<file path="config.mk">
export PLATFORM = sky130hd
export DESIGN_NAME = pearson_correlation_engine
export DESIGN_NICKNAME = d
export VERILOG_FILES = /design/src/rtl/core/pce_pkg.sv /design/src/rtl/core/pearson_correlation_engine.sv /design/src/rtl/core/pce_accum.sv /design/src/rtl/core/pce_finish.sv
export SDC_FILE = /design/constraint.sdc
export NUM_CORES = 2
export LEC_CHECK = 0
export ABC_AREA = 1
export BUFFER_PORTS_ARGS = -buffer_cell sky130_fd_sc_hd__buf_2
export CORE_ASPECT_RATIO = 0.8
export CORE_MARGIN = 3
export CORE_UTILIZATION = 45
export CTS_CLUSTER_SIZE = 10
export DETAILED_ROUTE_END_ITERATION = 8
export PLACE_DENSITY = 0.62
export SETUP_SLACK_MARGIN = 0.1
export SLEW_MARGIN = 40
export SYNTH_ARGS = -nofsm -noshare
export SYNTH_HDL_FRONTEND = slang
export SYNTH_SLANG_ARGS = --single-unit
</file>
<file path="constraint.sdc">
create_clock -name clk_i -period 7.8 [get_ports clk_i]
set_clock_uncertainty 0.15 [all_clocks]
set_input_delay 0.78 -clock clk_i [delete_from_list [all_inputs] [get_ports clk_i]]
set_output_delay 0.78 -clock clk_i [all_outputs]
set_load 0.05 [all_outputs]
</file>
<file path="src/rtl/core/pce_pkg.sv">
package pce_pkg;

  // Window and sample format
  localparam int MaxSamples = 1024;
  localparam int SampleBits = 16;
  localparam int SampleW    = 16;
  localparam int CorrW      = 16;
  localparam int StatusW    = 2;
  localparam int PairW      = 11;

  // Running sum widths
  localparam int LogMax = $clog2(MaxSamples);
  localparam int CntW   = $clog2(MaxSamples + 1);
  localparam int ProdW  = 2 * SampleBits;
  localparam int SumW   = SampleBits + LogMax;
  localparam int SqW    = ProdW + LogMax - 1;
  localparam int XW     = ProdW + LogMax;

  // Finishing arithmetic widths
  localparam int VW     = ProdW + 2 * LogMax - 1;
  localparam int W      = 2 * VW + 2;
  localparam int QW     = 2 * CorrW + 1;
  localparam int RootW  = CorrW + 1;
  localparam int QCntW  = $clog2(QW);

  localparam logic [QW-1:0] OneInit = QW'(1) << (((QW - 1) / 2) * 2);
  localparam logic signed [CorrW-1:0] CorrMax = {1'b0, {(CorrW - 1){1'b1}}};

  typedef enum logic [StatusW-1:0] {
    ST_OK   = 2'd0,
    ST_FEW  = 2'd1,
    ST_FLAT = 2'd2,
    ST_DROP = 2'd3
  } status_e;

  typedef struct packed {
    logic signed [SampleW-1:0] x_sample;
    logic signed [SampleW-1:0] y_sample;
    logic                      last_pair;
  } in_t;

  typedef struct packed {
    logic signed [CorrW-1:0] correlation;
    logic [StatusW-1:0]      status;
    logic [PairW-1:0]        pair_count;
  } out_t;

  typedef struct packed {
    logic [CntW-1:0]        count;
    logic signed [SumW-1:0] sum_x;
    logic signed [SumW-1:0] sum_y;
    logic [SqW-1:0]         sum_xx;
    logic [SqW-1:0]         sum_yy;
    logic signed [XW-1:0]   sum_xy;
    logic                   overflowed;
  } sums_t;

  typedef struct packed {
    logic busy;
    logic fire;
  } acc_stat_t;

  typedef struct packed {
    logic busy;
    logic done;
  } fin_stat_t;

  typedef enum logic [2:0] {
    ACC_IDLE,
    ACC_YY,
    ACC_XY,
    ACC_ADD,
    ACC_FIRE
  } acc_state_e;

  typedef enum logic [3:0] {
    F_IDLE,
    F_CHECK,
    F_VX_N,
    F_VX_S,
    F_VY_N,
    F_VY_S,
    F_NUM_N,
    F_NUM_S,
    F_SQN,
    F_DEN,
    F_DIV,
    F_SQRT,
    F_ROUND,
    F_DONE
  } fin_state_e;

endpackage

</file>
<file path="src/rtl/core/pearson_correlation_engine.sv">
// A pair word occupies the block while one multiplier forms x*x, y*y and x*y in turn.
// The last pair of a window adds the finishing pass on one shared add/subtract unit:
// shift-add products, a 33-step divide and a 17-step root.
// A new pair is held off while a word is in the multiplier or a window is being finished.
// Reset: asynchronous, active low; clears sums, count, drop flag and all control state.
module pearson_correlation_engine (
  input  logic          clk_i,
  input  logic          rst_ni,
  input  logic          in_valid_i,
  output logic          in_stall_o,
  input  pce_pkg::in_t  in_data_i,
  output logic          out_valid_o,
  input  logic          out_stall_i,
  output pce_pkg::out_t out_data_o
);
  import pce_pkg::*;

  acc_stat_t acc_stat;
  fin_stat_t fin_stat;
  sums_t     sums;
  out_t      fin_res;

  logic in_take;
  logic out_load;
  logic out_valid_q, out_valid_d;
  out_t out_data_q;

  // Hold off new words while a word is in the multiplier or a window is being finished.
  assign in_stall_o = acc_stat.busy | fin_stat.busy;
  assign in_take    = in_valid_i & ~in_stall_o;

  // Move the finished result into the output register once it is free; that same edge
  // releases the finishing unit and clears the running sums for the next window.
  assign out_load = fin_stat.done & (~out_valid_q | ~out_stall_i);

  pce_accum u_accum (
    .clk_i   (clk_i),
    .rst_ni  (rst_ni),
    .take_i  (in_take),
    .item_i  (in_data_i),
    .clear_i (out_load),
    .stat_o  (acc_stat),
    .sums_o  (sums)
  );

  pce_finish u_finish (
    .clk_i   (clk_i),
    .rst_ni  (rst_ni),
    .start_i (acc_stat.fire),
    .ack_i   (out_load),
    .sums_i  (sums),
    .stat_o  (fin_stat),
    .res_o   (fin_res)
  );

  // Output register: a result waits here while the next window streams in.
  always_comb begin
    out_valid_d = out_valid_q;
    if (out_load) begin
      out_valid_d = 1'b1;
    end else if (!out_stall_i) begin
      out_valid_d = 1'b0;
    end
  end

  always_ff @(posedge clk_i or negedge rst_ni) begin
    if (!rst_ni) begin
      out_valid_q <= 1'b0;
    end else begin
      out_valid_q <= out_valid_d;
    end
  end

  always_ff @(posedge clk_i) begin
    if (out_load) out_data_q <= fin_res;
  end

  assign out_valid_o = out_valid_q;
  assign out_data_o  = out_data_q;

  a_last_holds: assert property (@(posedge clk_i) disable iff (!rst_ni)
    (in_take && in_data_i.last_pair) |=> in_stall_o)
    else $error("last pair accepted without holding the input");

  a_one_owner: assert property (@(posedge clk_i) disable iff (!rst_ni)
    !(acc_stat.busy && fin_stat.busy))
    else $error("sums updated while a window is being finished");

  a_result_shown: assert property (@(posedge clk_i) disable iff (!rst_ni)
    (fin_stat.done && !out_valid_o) |=> out_valid_o)
    else $error("finished result not moved to the output register");

endmodule

</file>
<file path="src/rtl/core/pce_accum.sv">
module pce_accum (
  input  logic              clk_i,
  input  logic              rst_ni,
  input  logic              take_i,
  input  pce_pkg::in_t      item_i,
  input  logic              clear_i,
  output pce_pkg::acc_stat_t stat_o,
  output pce_pkg::sums_t    sums_o
);
  import pce_pkg::*;

  acc_state_e state_q, state_d;

  logic signed [SampleBits-1:0] x_q, x_d, y_q, y_d, x_in, y_in;
  logic                         last_q, last_d;
  logic signed [SampleBits-1:0] mul_a, mul_b;
  logic signed [ProdW-1:0]      prod_q, prod_d;

  logic [CntW-1:0]        count_q, count_d;
  logic signed [SumW-1:0] sum_x_q, sum_x_d, sum_y_q, sum_y_d;
  logic [SqW-1:0]         sum_xx_q, sum_xx_d, sum_yy_q, sum_yy_d;
  logic signed [XW-1:0]   sum_xy_q, sum_xy_d;
  logic                   ovf_q, ovf_d;

  assign x_in = item_i.x_sample[SampleBits-1:0];
  assign y_in = item_i.y_sample[SampleBits-1:0];

  // one multiplier, three products per word
  always_comb begin
    mul_a  = x_q;
    mul_b  = y_q;
    if (state_q == ACC_IDLE) begin
      mul_a = x_in;
      mul_b = x_in;
    end else if (state_q == ACC_YY) begin
      mul_a = y_q;
    end
    prod_d = mul_a * mul_b;
  end

  always_comb begin
    state_d  = state_q;
    x_d      = x_q;
    y_d      = y_q;
    last_d   = last_q;
    count_d  = count_q;
    sum_x_d  = sum_x_q;
    sum_y_d  = sum_y_q;
    sum_xx_d = sum_xx_q;
    sum_yy_d = sum_yy_q;
    sum_xy_d = sum_xy_q;
    ovf_d    = ovf_q;
    unique case (state_q)
      ACC_IDLE: begin
        if (take_i) begin
          x_d    = x_in;
          y_d    = y_in;
          last_d = item_i.last_pair;
          if (count_q < CntW'(MaxSamples)) begin
            count_d = count_q + CntW'(1);
            sum_x_d = sum_x_q + SumW'(x_in);
            sum_y_d = sum_y_q + SumW'(y_in);
            state_d = ACC_YY;
          end else begin
            ovf_d   = 1'b1;
            state_d = item_i.last_pair ? ACC_FIRE : ACC_IDLE;
          end
        end
      end
      ACC_YY: begin
        sum_xx_d = sum_xx_q + SqW'(prod_q);
        state_d  = ACC_XY;
      end
      ACC_XY: begin
        sum_yy_d = sum_yy_q + SqW'(prod_q);
        state_d  = ACC_ADD;
      end
      ACC_ADD: begin
        sum_xy_d = sum_xy_q + XW'(prod_q);
        state_d  = last_q ? ACC_FIRE : ACC_IDLE;
      end
      ACC_FIRE: begin
        state_d = ACC_IDLE;
      end
      default: begin
        state_d = ACC_IDLE;
      end
    endcase
    if (clear_i) begin
      count_d  = '0;
      sum_x_d  = '0;
      sum_y_d  = '0;
      sum_xx_d = '0;
      sum_yy_d = '0;
      sum_xy_d = '0;
      ovf_d    = 1'b0;
    end
  end

  always_ff @(posedge clk_i or negedge rst_ni) begin
    if (!rst_ni) begin
      state_q  <= ACC_IDLE;
      count_q  <= '0;
      sum_x_q  <= '0;
      sum_y_q  <= '0;
      sum_xx_q <= '0;
      sum_yy_q <= '0;
      sum_xy_q <= '0;
      ovf_q    <= 1'b0;
      last_q   <= 1'b0;
    end else begin
      state_q  <= state_d;
      count_q  <= count_d;
      sum_x_q  <= sum_x_d;
      sum_y_q  <= sum_y_d;
      sum_xx_q <= sum_xx_d;
      sum_yy_q <= sum_yy_d;
      sum_xy_q <= sum_xy_d;
      ovf_q    <= ovf_d;
      last_q   <= last_d;
    end
  end

  always_ff @(posedge clk_i) begin
    x_q    <= x_d;
    y_q    <= y_d;
    prod_q <= prod_d;
  end

  assign stat_o.busy = (state_q != ACC_IDLE);
  assign stat_o.fire = (state_q == ACC_FIRE);

  assign sums_o.count      = count_q;
  assign sums_o.sum_x      = sum_x_q;
  assign sums_o.sum_y      = sum_y_q;
  assign sums_o.sum_xx     = sum_xx_q;
  assign sums_o.sum_yy     = sum_yy_q;
  assign sums_o.sum_xy     = sum_xy_q;
  assign sums_o.overflowed = ovf_q;

  a_count_range: assert property (@(posedge clk_i) disable iff (!rst_ni)
    count_q <= CntW'(MaxSamples))
    else $error("pair count beyond window size");

  a_ovf_full: assert property (@(posedge clk_i) disable iff (!rst_ni)
    ovf_q |-> (count_q == CntW'(MaxSamples)))
    else $error("drop flag set with window not full");

endmodule

</file>
<file path="src/rtl/core/pce_finish.sv">
module pce_finish (
  input  logic               clk_i,
  input  logic               rst_ni,
  input  logic               start_i,
  input  logic               ack_i,
  input  pce_pkg::sums_t     sums_i,
  output pce_pkg::fin_stat_t stat_o,
  output pce_pkg::out_t      res_o
);
  import pce_pkg::*;

  fin_state_e state_q, state_d;

  logic [W-1:0]     acc_q, acc_d, mca_q, mca_d, rem_q, rem_d, den_q, den_d;
  logic [VW-1:0]    mcb_q, mcb_d, vx_q, vx_d, vy_q, vy_d;
  logic             sub_q, sub_d, neg_q, neg_d;
  logic [QW-1:0]    quo_q, quo_d, one_q, one_d, quo_new;
  logic [QCntW-1:0] cnt_q, cnt_d;
  out_t             res_q, res_d;

  logic [W-1:0]     alu_a, alu_b, mag;
  logic             alu_sub;
  logic [W:0]       alu_res;
  logic             mb_zero, in_mul, ge;

  logic [SumW-1:0]  abs_x, abs_y;
  logic [XW-1:0]    abs_xy;
  logic [RootW-1:0] root_inc, q_mag, q_neg;
  logic signed [CorrW-1:0] corr_pos;

  assign abs_x  = sums_i.sum_x[SumW-1] ? SumW'(-sums_i.sum_x) : SumW'(sums_i.sum_x);
  assign abs_y  = sums_i.sum_y[SumW-1] ? SumW'(-sums_i.sum_y) : SumW'(sums_i.sum_y);
  assign abs_xy = sums_i.sum_xy[XW-1] ? XW'(-sums_i.sum_xy) : XW'(sums_i.sum_xy);

  assign mb_zero = (mcb_q == '0);
  assign in_mul  = (state_q == F_VX_N) || (state_q == F_VX_S) || (state_q == F_VY_N) ||
                   (state_q == F_VY_S) || (state_q == F_NUM_N) || (state_q == F_NUM_S) ||
                   (state_q == F_SQN) || (state_q == F_DEN);

  // shared add/subtract unit
  always_comb begin
    alu_a   = acc_q;
    alu_b   = mca_q;
    alu_sub = sub_q;
    if (state_q == F_DIV) begin
      alu_a   = (cnt_q == '0) ? rem_q : {rem_q[W-2:0], 1'b0};
      alu_b   = den_q;
      alu_sub = 1'b1;
    end else if (state_q == F_SQRT) begin
      alu_a   = rem_q;
      alu_b   = W'(quo_q | one_q);
      alu_sub = 1'b1;
    end else if ((state_q == F_NUM_S) && mb_zero) begin
      alu_a   = '0;
      alu_b   = acc_q;
      alu_sub = 1'b1;
    end
  end

  assign alu_res = alu_sub ? ({1'b0, alu_a} - {1'b0, alu_b})
                           : ({1'b0, alu_a} + {1'b0, alu_b});
  assign ge      = ~alu_res[W];
  assign mag     = acc_q[W-1] ? alu_res[W-1:0] : acc_q;
  assign quo_new = {quo_q[QW-2:0], ge};

  // round half up on the root, then sign and saturate
  assign root_inc = quo_q[RootW-1:0] + RootW'(1);
  assign q_mag    = root_inc >> 1;
  assign q_neg    = ~q_mag + RootW'(1);
  assign corr_pos = (q_mag[RootW-1:CorrW-1] != '0) ? CorrMax : q_mag[CorrW-1:0];

  always_comb begin
    state_d = state_q;
    acc_d   = acc_q;
    mca_d   = mca_q;
    mcb_d   = mcb_q;
    sub_d   = sub_q;
    vx_d    = vx_q;
    vy_d    = vy_q;
    neg_d   = neg_q;
    rem_d   = rem_q;
    den_d   = den_q;
    quo_d   = quo_q;
    one_d   = one_q;
    cnt_d   = cnt_q;
    res_d   = res_q;

    // shift-add step
    if (in_mul && !mb_zero) begin
      acc_d = mcb_q[0] ? alu_res[W-1:0] : acc_q;
      mca_d = mca_q << 1;
      mcb_d = mcb_q >> 1;
    end

    unique case (state_q)
      F_IDLE: begin
        if (start_i) state_d = F_CHECK;
      end
      F_CHECK: begin
        res_d.pair_count = PairW'(sums_i.count);
        if (sums_i.count < CntW'(2)) begin
          res_d.correlation = '0;
          res_d.status      = ST_FEW;
          state_d           = F_DONE;
        end else begin
          acc_d   = '0;
          mca_d   = W'(sums_i.sum_xx);
          mcb_d   = VW'(sums_i.count);
          sub_d   = 1'b0;
          state_d = F_VX_N;
        end
      end
      F_VX_N: begin
        if (mb_zero) begin
          mca_d   = W'(abs_x);
          mcb_d   = VW'(abs_x);
          sub_d   = 1'b1;
          state_d = F_VX_S;
        end
      end
      F_VX_S: begin
        if (mb_zero) begin
          vx_d    = acc_q[VW-1:0];
          acc_d   = '0;
          mca_d   = W'(sums_i.sum_yy);
          mcb_d   = VW'(sums_i.count);
          sub_d   = 1'b0;
          state_d = F_VY_N;
        end
      end
      F_VY_N: begin
        if (mb_zero) begin
          mca_d   = W'(abs_y);
          mcb_d   = VW'(abs_y);
          sub_d   = 1'b1;
          state_d = F_VY_S;
        end
      end
      F_VY_S: begin
        if (mb_zero) begin
          vy_d    = acc_q[VW-1:0];
          acc_d   = '0;
          mca_d   = W'(abs_xy);
          mcb_d   = VW'(sums_i.count);
          sub_d   = sums_i.sum_xy[XW-1];
          state_d = F_NUM_N;
        end
      end
      F_NUM_N: begin
        if (mb_zero) begin
          mca_d   = W'(abs_x);
          mcb_d   = VW'(abs_y);
          sub_d   = (sums_i.sum_x[SumW-1] == sums_i.sum_y[SumW-1]);
          state_d = F_NUM_S;
        end
      end
      F_NUM_S: begin
        if (mb_zero) begin
          neg_d = acc_q[W-1];
          if ((vx_q == '0) || (vy_q == '0)) begin
            res_d.correlation = '0;
            res_d.status      = ST_FLAT;
            state_d           = F_DONE;
          end else begin
            acc_d   = '0;
            mca_d   = W'(mag[VW-1:0]);
            mcb_d   = mag[VW-1:0];
            sub_d   = 1'b0;
            state_d = F_SQN;
          end
        end
      end
      F_SQN: begin
        if (mb_zero) begin
          rem_d   = acc_q;
          acc_d   = '0;
          mca_d   = W'(vx_q);
          mcb_d   = vy_q;
          sub_d   = 1'b0;
          state_d = F_DEN;
        end
      end
      F_DEN: begin
        if (mb_zero) begin
          den_d   = acc_q;
          cnt_d   = '0;
          quo_d   = '0;
          state_d = F_DIV;
        end
      end
      F_DIV: begin
        // restoring divide: quotient of num^2 * 2^32 by the variance product
        rem_d = ge ? alu_res[W-1:0] : alu_a;
        cnt_d = cnt_q + QCntW'(1);
        quo_d = quo_new;
        if (cnt_q == QCntW'(QW - 1)) begin
          rem_d   = W'(quo_new);
          quo_d   = '0;
          one_d   = OneInit;
          state_d = F_SQRT;
        end
      end
      F_SQRT: begin
        // digit-by-digit integer square root, root builds up in quo
        if (ge) begin
          rem_d = alu_res[W-1:0];
          quo_d = (quo_q >> 1) | one_q;
        end else begin
          quo_d = quo_q >> 1;
        end
        one_d = one_q >> 2;
        if (one_q[0]) state_d = F_ROUND;
      end
      F_ROUND: begin
        res_d.correlation = neg_q ? q_neg[CorrW-1:0] : corr_pos;
        res_d.status      = sums_i.overflowed ? ST_DROP : ST_OK;
        state_d           = F_DONE;
      end
      F_DONE: begin
        if (ack_i) state_d = F_IDLE;
      end
      default: begin
        state_d = F_IDLE;
      end
    endcase
  end

  always_ff @(posedge clk_i or negedge rst_ni) begin
    if (!rst_ni) begin
      state_q <= F_IDLE;
    end else begin
      state_q <= state_d;
    end
  end

  always_ff @(posedge clk_i) begin
    acc_q <= acc_d;
    mca_q <= mca_d;
    mcb_q <= mcb_d;
    sub_q <= sub_d;
    vx_q  <= vx_d;
    vy_q  <= vy_d;
    neg_q <= neg_d;
    rem_q <= rem_d;
    den_q <= den_d;
    quo_q <= quo_d;
    one_q <= one_d;
    cnt_q <= cnt_d;
    res_q <= res_d;
  end

  assign stat_o.busy = (state_q != F_IDLE);
  assign stat_o.done = (state_q == F_DONE);
  assign res_o       = res_q;

  a_div_nonzero: assert property (@(posedge clk_i) disable iff (!rst_ni)
    (state_q == F_DIV) |-> (den_q != '0))
    else $error("divide entered with zero denominator");

  a_root_bit: assert property (@(posedge clk_i) disable iff (!rst_ni)
    (state_q == F_SQRT) |-> $onehot(one_q))
    else $error("square root digit marker lost");

endmodule
</file>
==> key figures <==
Run status
  – Outcome: complete, no violations

Routing
  – DRT Wirelength: 386000 µm
  – 1st-pass router iterations: 9
  – Wire per inst: 27.0 µm
  – Iter 0 DRT Violations: 14000
  – DR DRC count: 0
  – ANT nets after route: 0
  – Vias per cell: between 6 and 7
  – Vias: 85900

Worst setup path
  – Most frequent CP cell: nand2_1
  – Worst-path cell with the longest stage delay: nand2_1
  – Critical Path Start Type: flip-flop
  – Crit. End Element: flip-flop
  – WP data arrival: roughly 8 ns
  – Crit path required time: 8.21 ns
  – Worst Path Max Fanout: 45
  – R2R Setup Slk: approximately 0.22 ns
  – Crit path to: u_finish.rem_q[95]
  – Slowest cell delay on critical path: around 0.51 ns
  – Reg2reg path depth: 39
  – Worst r2r dst: u_finish.rem_q[95]
  – RR Startpoint: u_finish.mcb_q[29]
  – Crit path from: u_finish.mcb_q[29]
  – Worst Setup Path Type: reg2reg

Placed design
  – Port Buffers: 67
  – Dpl hpwl: 306000 µm
  – Final GP Congestion: 1.13

STA
  – Tmin final: about 7.6 ns
  – Worst slew pin tran: 1.03 ns
  – Final hold viol count: 0
  – Final setup fails: 0
  – Slew HR: a little under a third
  – WHS: 0.0957 ns
  – Setup TNS: 0 ns
  – Period utilisation layout: 97.2%
  – Max Fclk: 132 MHz
  – Final Max Tran Viols: 0
  – RSZ-0062 raised after global routing: true

Synth
  – Ys async rst share: 20.8%
  – Post-synthesis cell count: 11400
  – Largest cells by area after synthesis: edfxtp_1, nand2_1, inv_1
  – Syn_area_per_cell: ~7.0 µm²
  – Mapped cell area: 80200 µm²
  – FF+latch count, synth: between 900 and 1000
  – EDFF count, synth: 458
  – Synth top area share: 17.2%
  – Syn_nets: roughly 12000
  – Yosys warns: 0
  – Synth area leader: edfxtp_1
  – Post-synth cell types: 71
  – Sequential area share after synthesis: 30.6%
  – Synth Flop Type: edfxtp_1

Clock tree
  – CTS Buf Count: 114
  – Clock Latency Late Sink: 0.81 ns
  – Root Buffer: clkbuf_16
  – H-tree depth: 3
  – CTS tree: yes
  – Clk pin slew, worst setup/hold paths: 0.06 ns
  – Clock sinks: 946
  – Clk buf depth: 3

Global routing
  – Largest net degree at the start of global routing: about 130
  – Antenna violations before repair: 24
  – GR Overflow Total: 0
  – Vias in the first global route: 77000
  – First-pass GRT wire length: 547000 µm
  – GRT Util Overall: 40.5%

Hold path
  – Hold WC Path Type: in2reg

Die
  – Chip Width: 478 µm
  – Core box area: 176000 µm²
  – Die Area: 183000 µm²
  – Num rows: 137
  – DIE HEIGHT: 383 µm
  – Starting Density: 45.6%
  – Io pins: 68

Final layout
  – Number of fill cells: 17600
  – Synth-to-Final Area Change: 13.7%
  – Post-layout net count: about 12000
  – Share of cells above drive strength 1: a little under a tenth

Job
  – Total of max-cap violations: 0
==> layout make-up <==
class	instances	area [µm²]	share of cell area [%]
multi-input cells	8017	46600	51.2
repair buffers	717	5850	6.42
clock inverters	25	309	0.339
clock buffers	185	3260	3.58
diodes	11	27.5	0.0302
inverters	2022	7610	8.35
flip-flops and latches	946	24500	26.9
well taps	2363	2960	3.24
==> per-layer routing <==
layer	global-route usage, %	up-vias	part of all wire [%]
li1	-	38500	-
met1	62.9	41200	45
met2	48.0	5733	34
met3	20.3	498	18
met4	8.08	18	2.3
met5	0.867	-	0.094
==> how the worst min path moves through the flow <==
stage | start | end | slack (ns) | cells past startpoint
global route | in_data_i[12] | u_accum.y_q[11] | 0.08 | 1
floorplan | u_finish.res_o[0] | out_data_o[0] | 0.25 | 0
detailed placement | u_finish.res_o[20] | out_data_o[20] | 0.25 | 0
finish | in_data_i[0] | u_accum.last_q | 0.1 | 3
CTS | in_data_i[0] | u_accum.last_q | 0.05 | 3
global placement | u_finish.res_o[20] | out_data_o[20] | 0.25 | 0
==> kinds of logic (layout without fill, tap and decap cells) <==
| family | after synthesis | in the layout | synth area share, % |
|---|---|---|---|
| and+or+nand+nor | 4499 | 4499 | 23.2 |
| AOI/OAI and AO/OA | 2581 | 2581 | 18.7 |
| buffers and inverters | 2458 | 2949 | 11.8 |
| DFF | 946 | 946 | 30.6 |
| adders and majority gates | 641 | 641 | 12.5 |
| xor gates and xnor gates | 292 | 292 | 3.19 |
| muxes | 4 | 4 | 0.0500 |
| other | 0 | 11 | 0 |
==> repair_timing <==
item	4_1_cts	5_1_grt
endpoints found under the setup margin	2	239
hold buffers	1	0
pin swaps	0	4
gates cloned	0	3
resized for setup	2	37
endpoints found under the hold margin	71	0
setup buffers	0	4
==> critical path, delay by kind of cell, from the launching register on <==
family                     cells  cell delay (ns)
and+or+nand+nor               22             3.29
xor gates and xnor gates       2             0.43
buffers and inverters          8             1.18
AOI/OAI and AO/OA              5             1.29
adders and majority gates      2             0.66
DFF                            1             0.32
==> registers in the layout, summed over array words and instances, names as in the netlist, 11 cells and up <==
register          count
out_data_o           29
u_accum.count_q      11
u_accum.prod_q       32
u_accum.sum_x_q      26
u_accum.sum_xx_q     41
u_accum.sum_xy_q     42
u_accum.sum_y_q      26
u_accum.sum_yy_q     41
u_accum.x_q          16
u_accum.y_q          16
u_finish.acc_q      104
u_finish.den_q      104
u_finish.mca_q      104
u_finish.mcb_q       51
u_finish.one_q       17
u_finish.quo_q       33
u_finish.rem_q      104
u_finish.res_o       29
u_finish.vx_q        51
u_finish.vy_q        51
==> placed cells by master, fill, tap and decap left out, drive strengths merged, types with 156 or more instances in the layout <==
master  count
dfxtp     291
ha        373
edfxtp    458
inv      1995
nor2     1131
nand3     546
o22ai     156
xor2      209
a21oi     871
o21ai     898
clkbuf    189
dfrtp     197
nand4     165
fa        268
nand2    2402
buf       712
==> synth_stat cells, types with 47 or more instances <==
library cell,count
ha_1,373
o211ai_1,102
o21a_1,49
nand2_1,2394
fa_1,268
edfxtp_1,458
xnor2_1,83
clkbuf_1,307
dfrtp_1,197
inv_2,50
nand4_1,165
dfxtp_1,291
inv_1,1943
a31oi_1,84
o22ai_1,156
o221ai_1,88
xor2_1,209
nor3_1,104
o21ai_0,860
nor2_1,1119
or2_2,50
a221oi_1,67
a21oi_1,871
buf_2,59
nor4_1,58
buf_1,47
nand3_1,543
a211oi_1,83
==> stage by stage <==
stage,area (µm²),util (%),setup WS [ns],std cells
after CTS,90700,51.6,0.136,14300
after global placement,87000,49.5,-0.0357,14000
after detailed placement,87100,49.6,-0.0520,14100
final,91100,51.9,0.218,14300
after floorplan,80200,-,0.139,11400
after global routing,91100,51.9,0.0118,14300
Power is not shown: default switching activity piles up to over one toggle a cycle in this logic, so the estimate is an artifact.
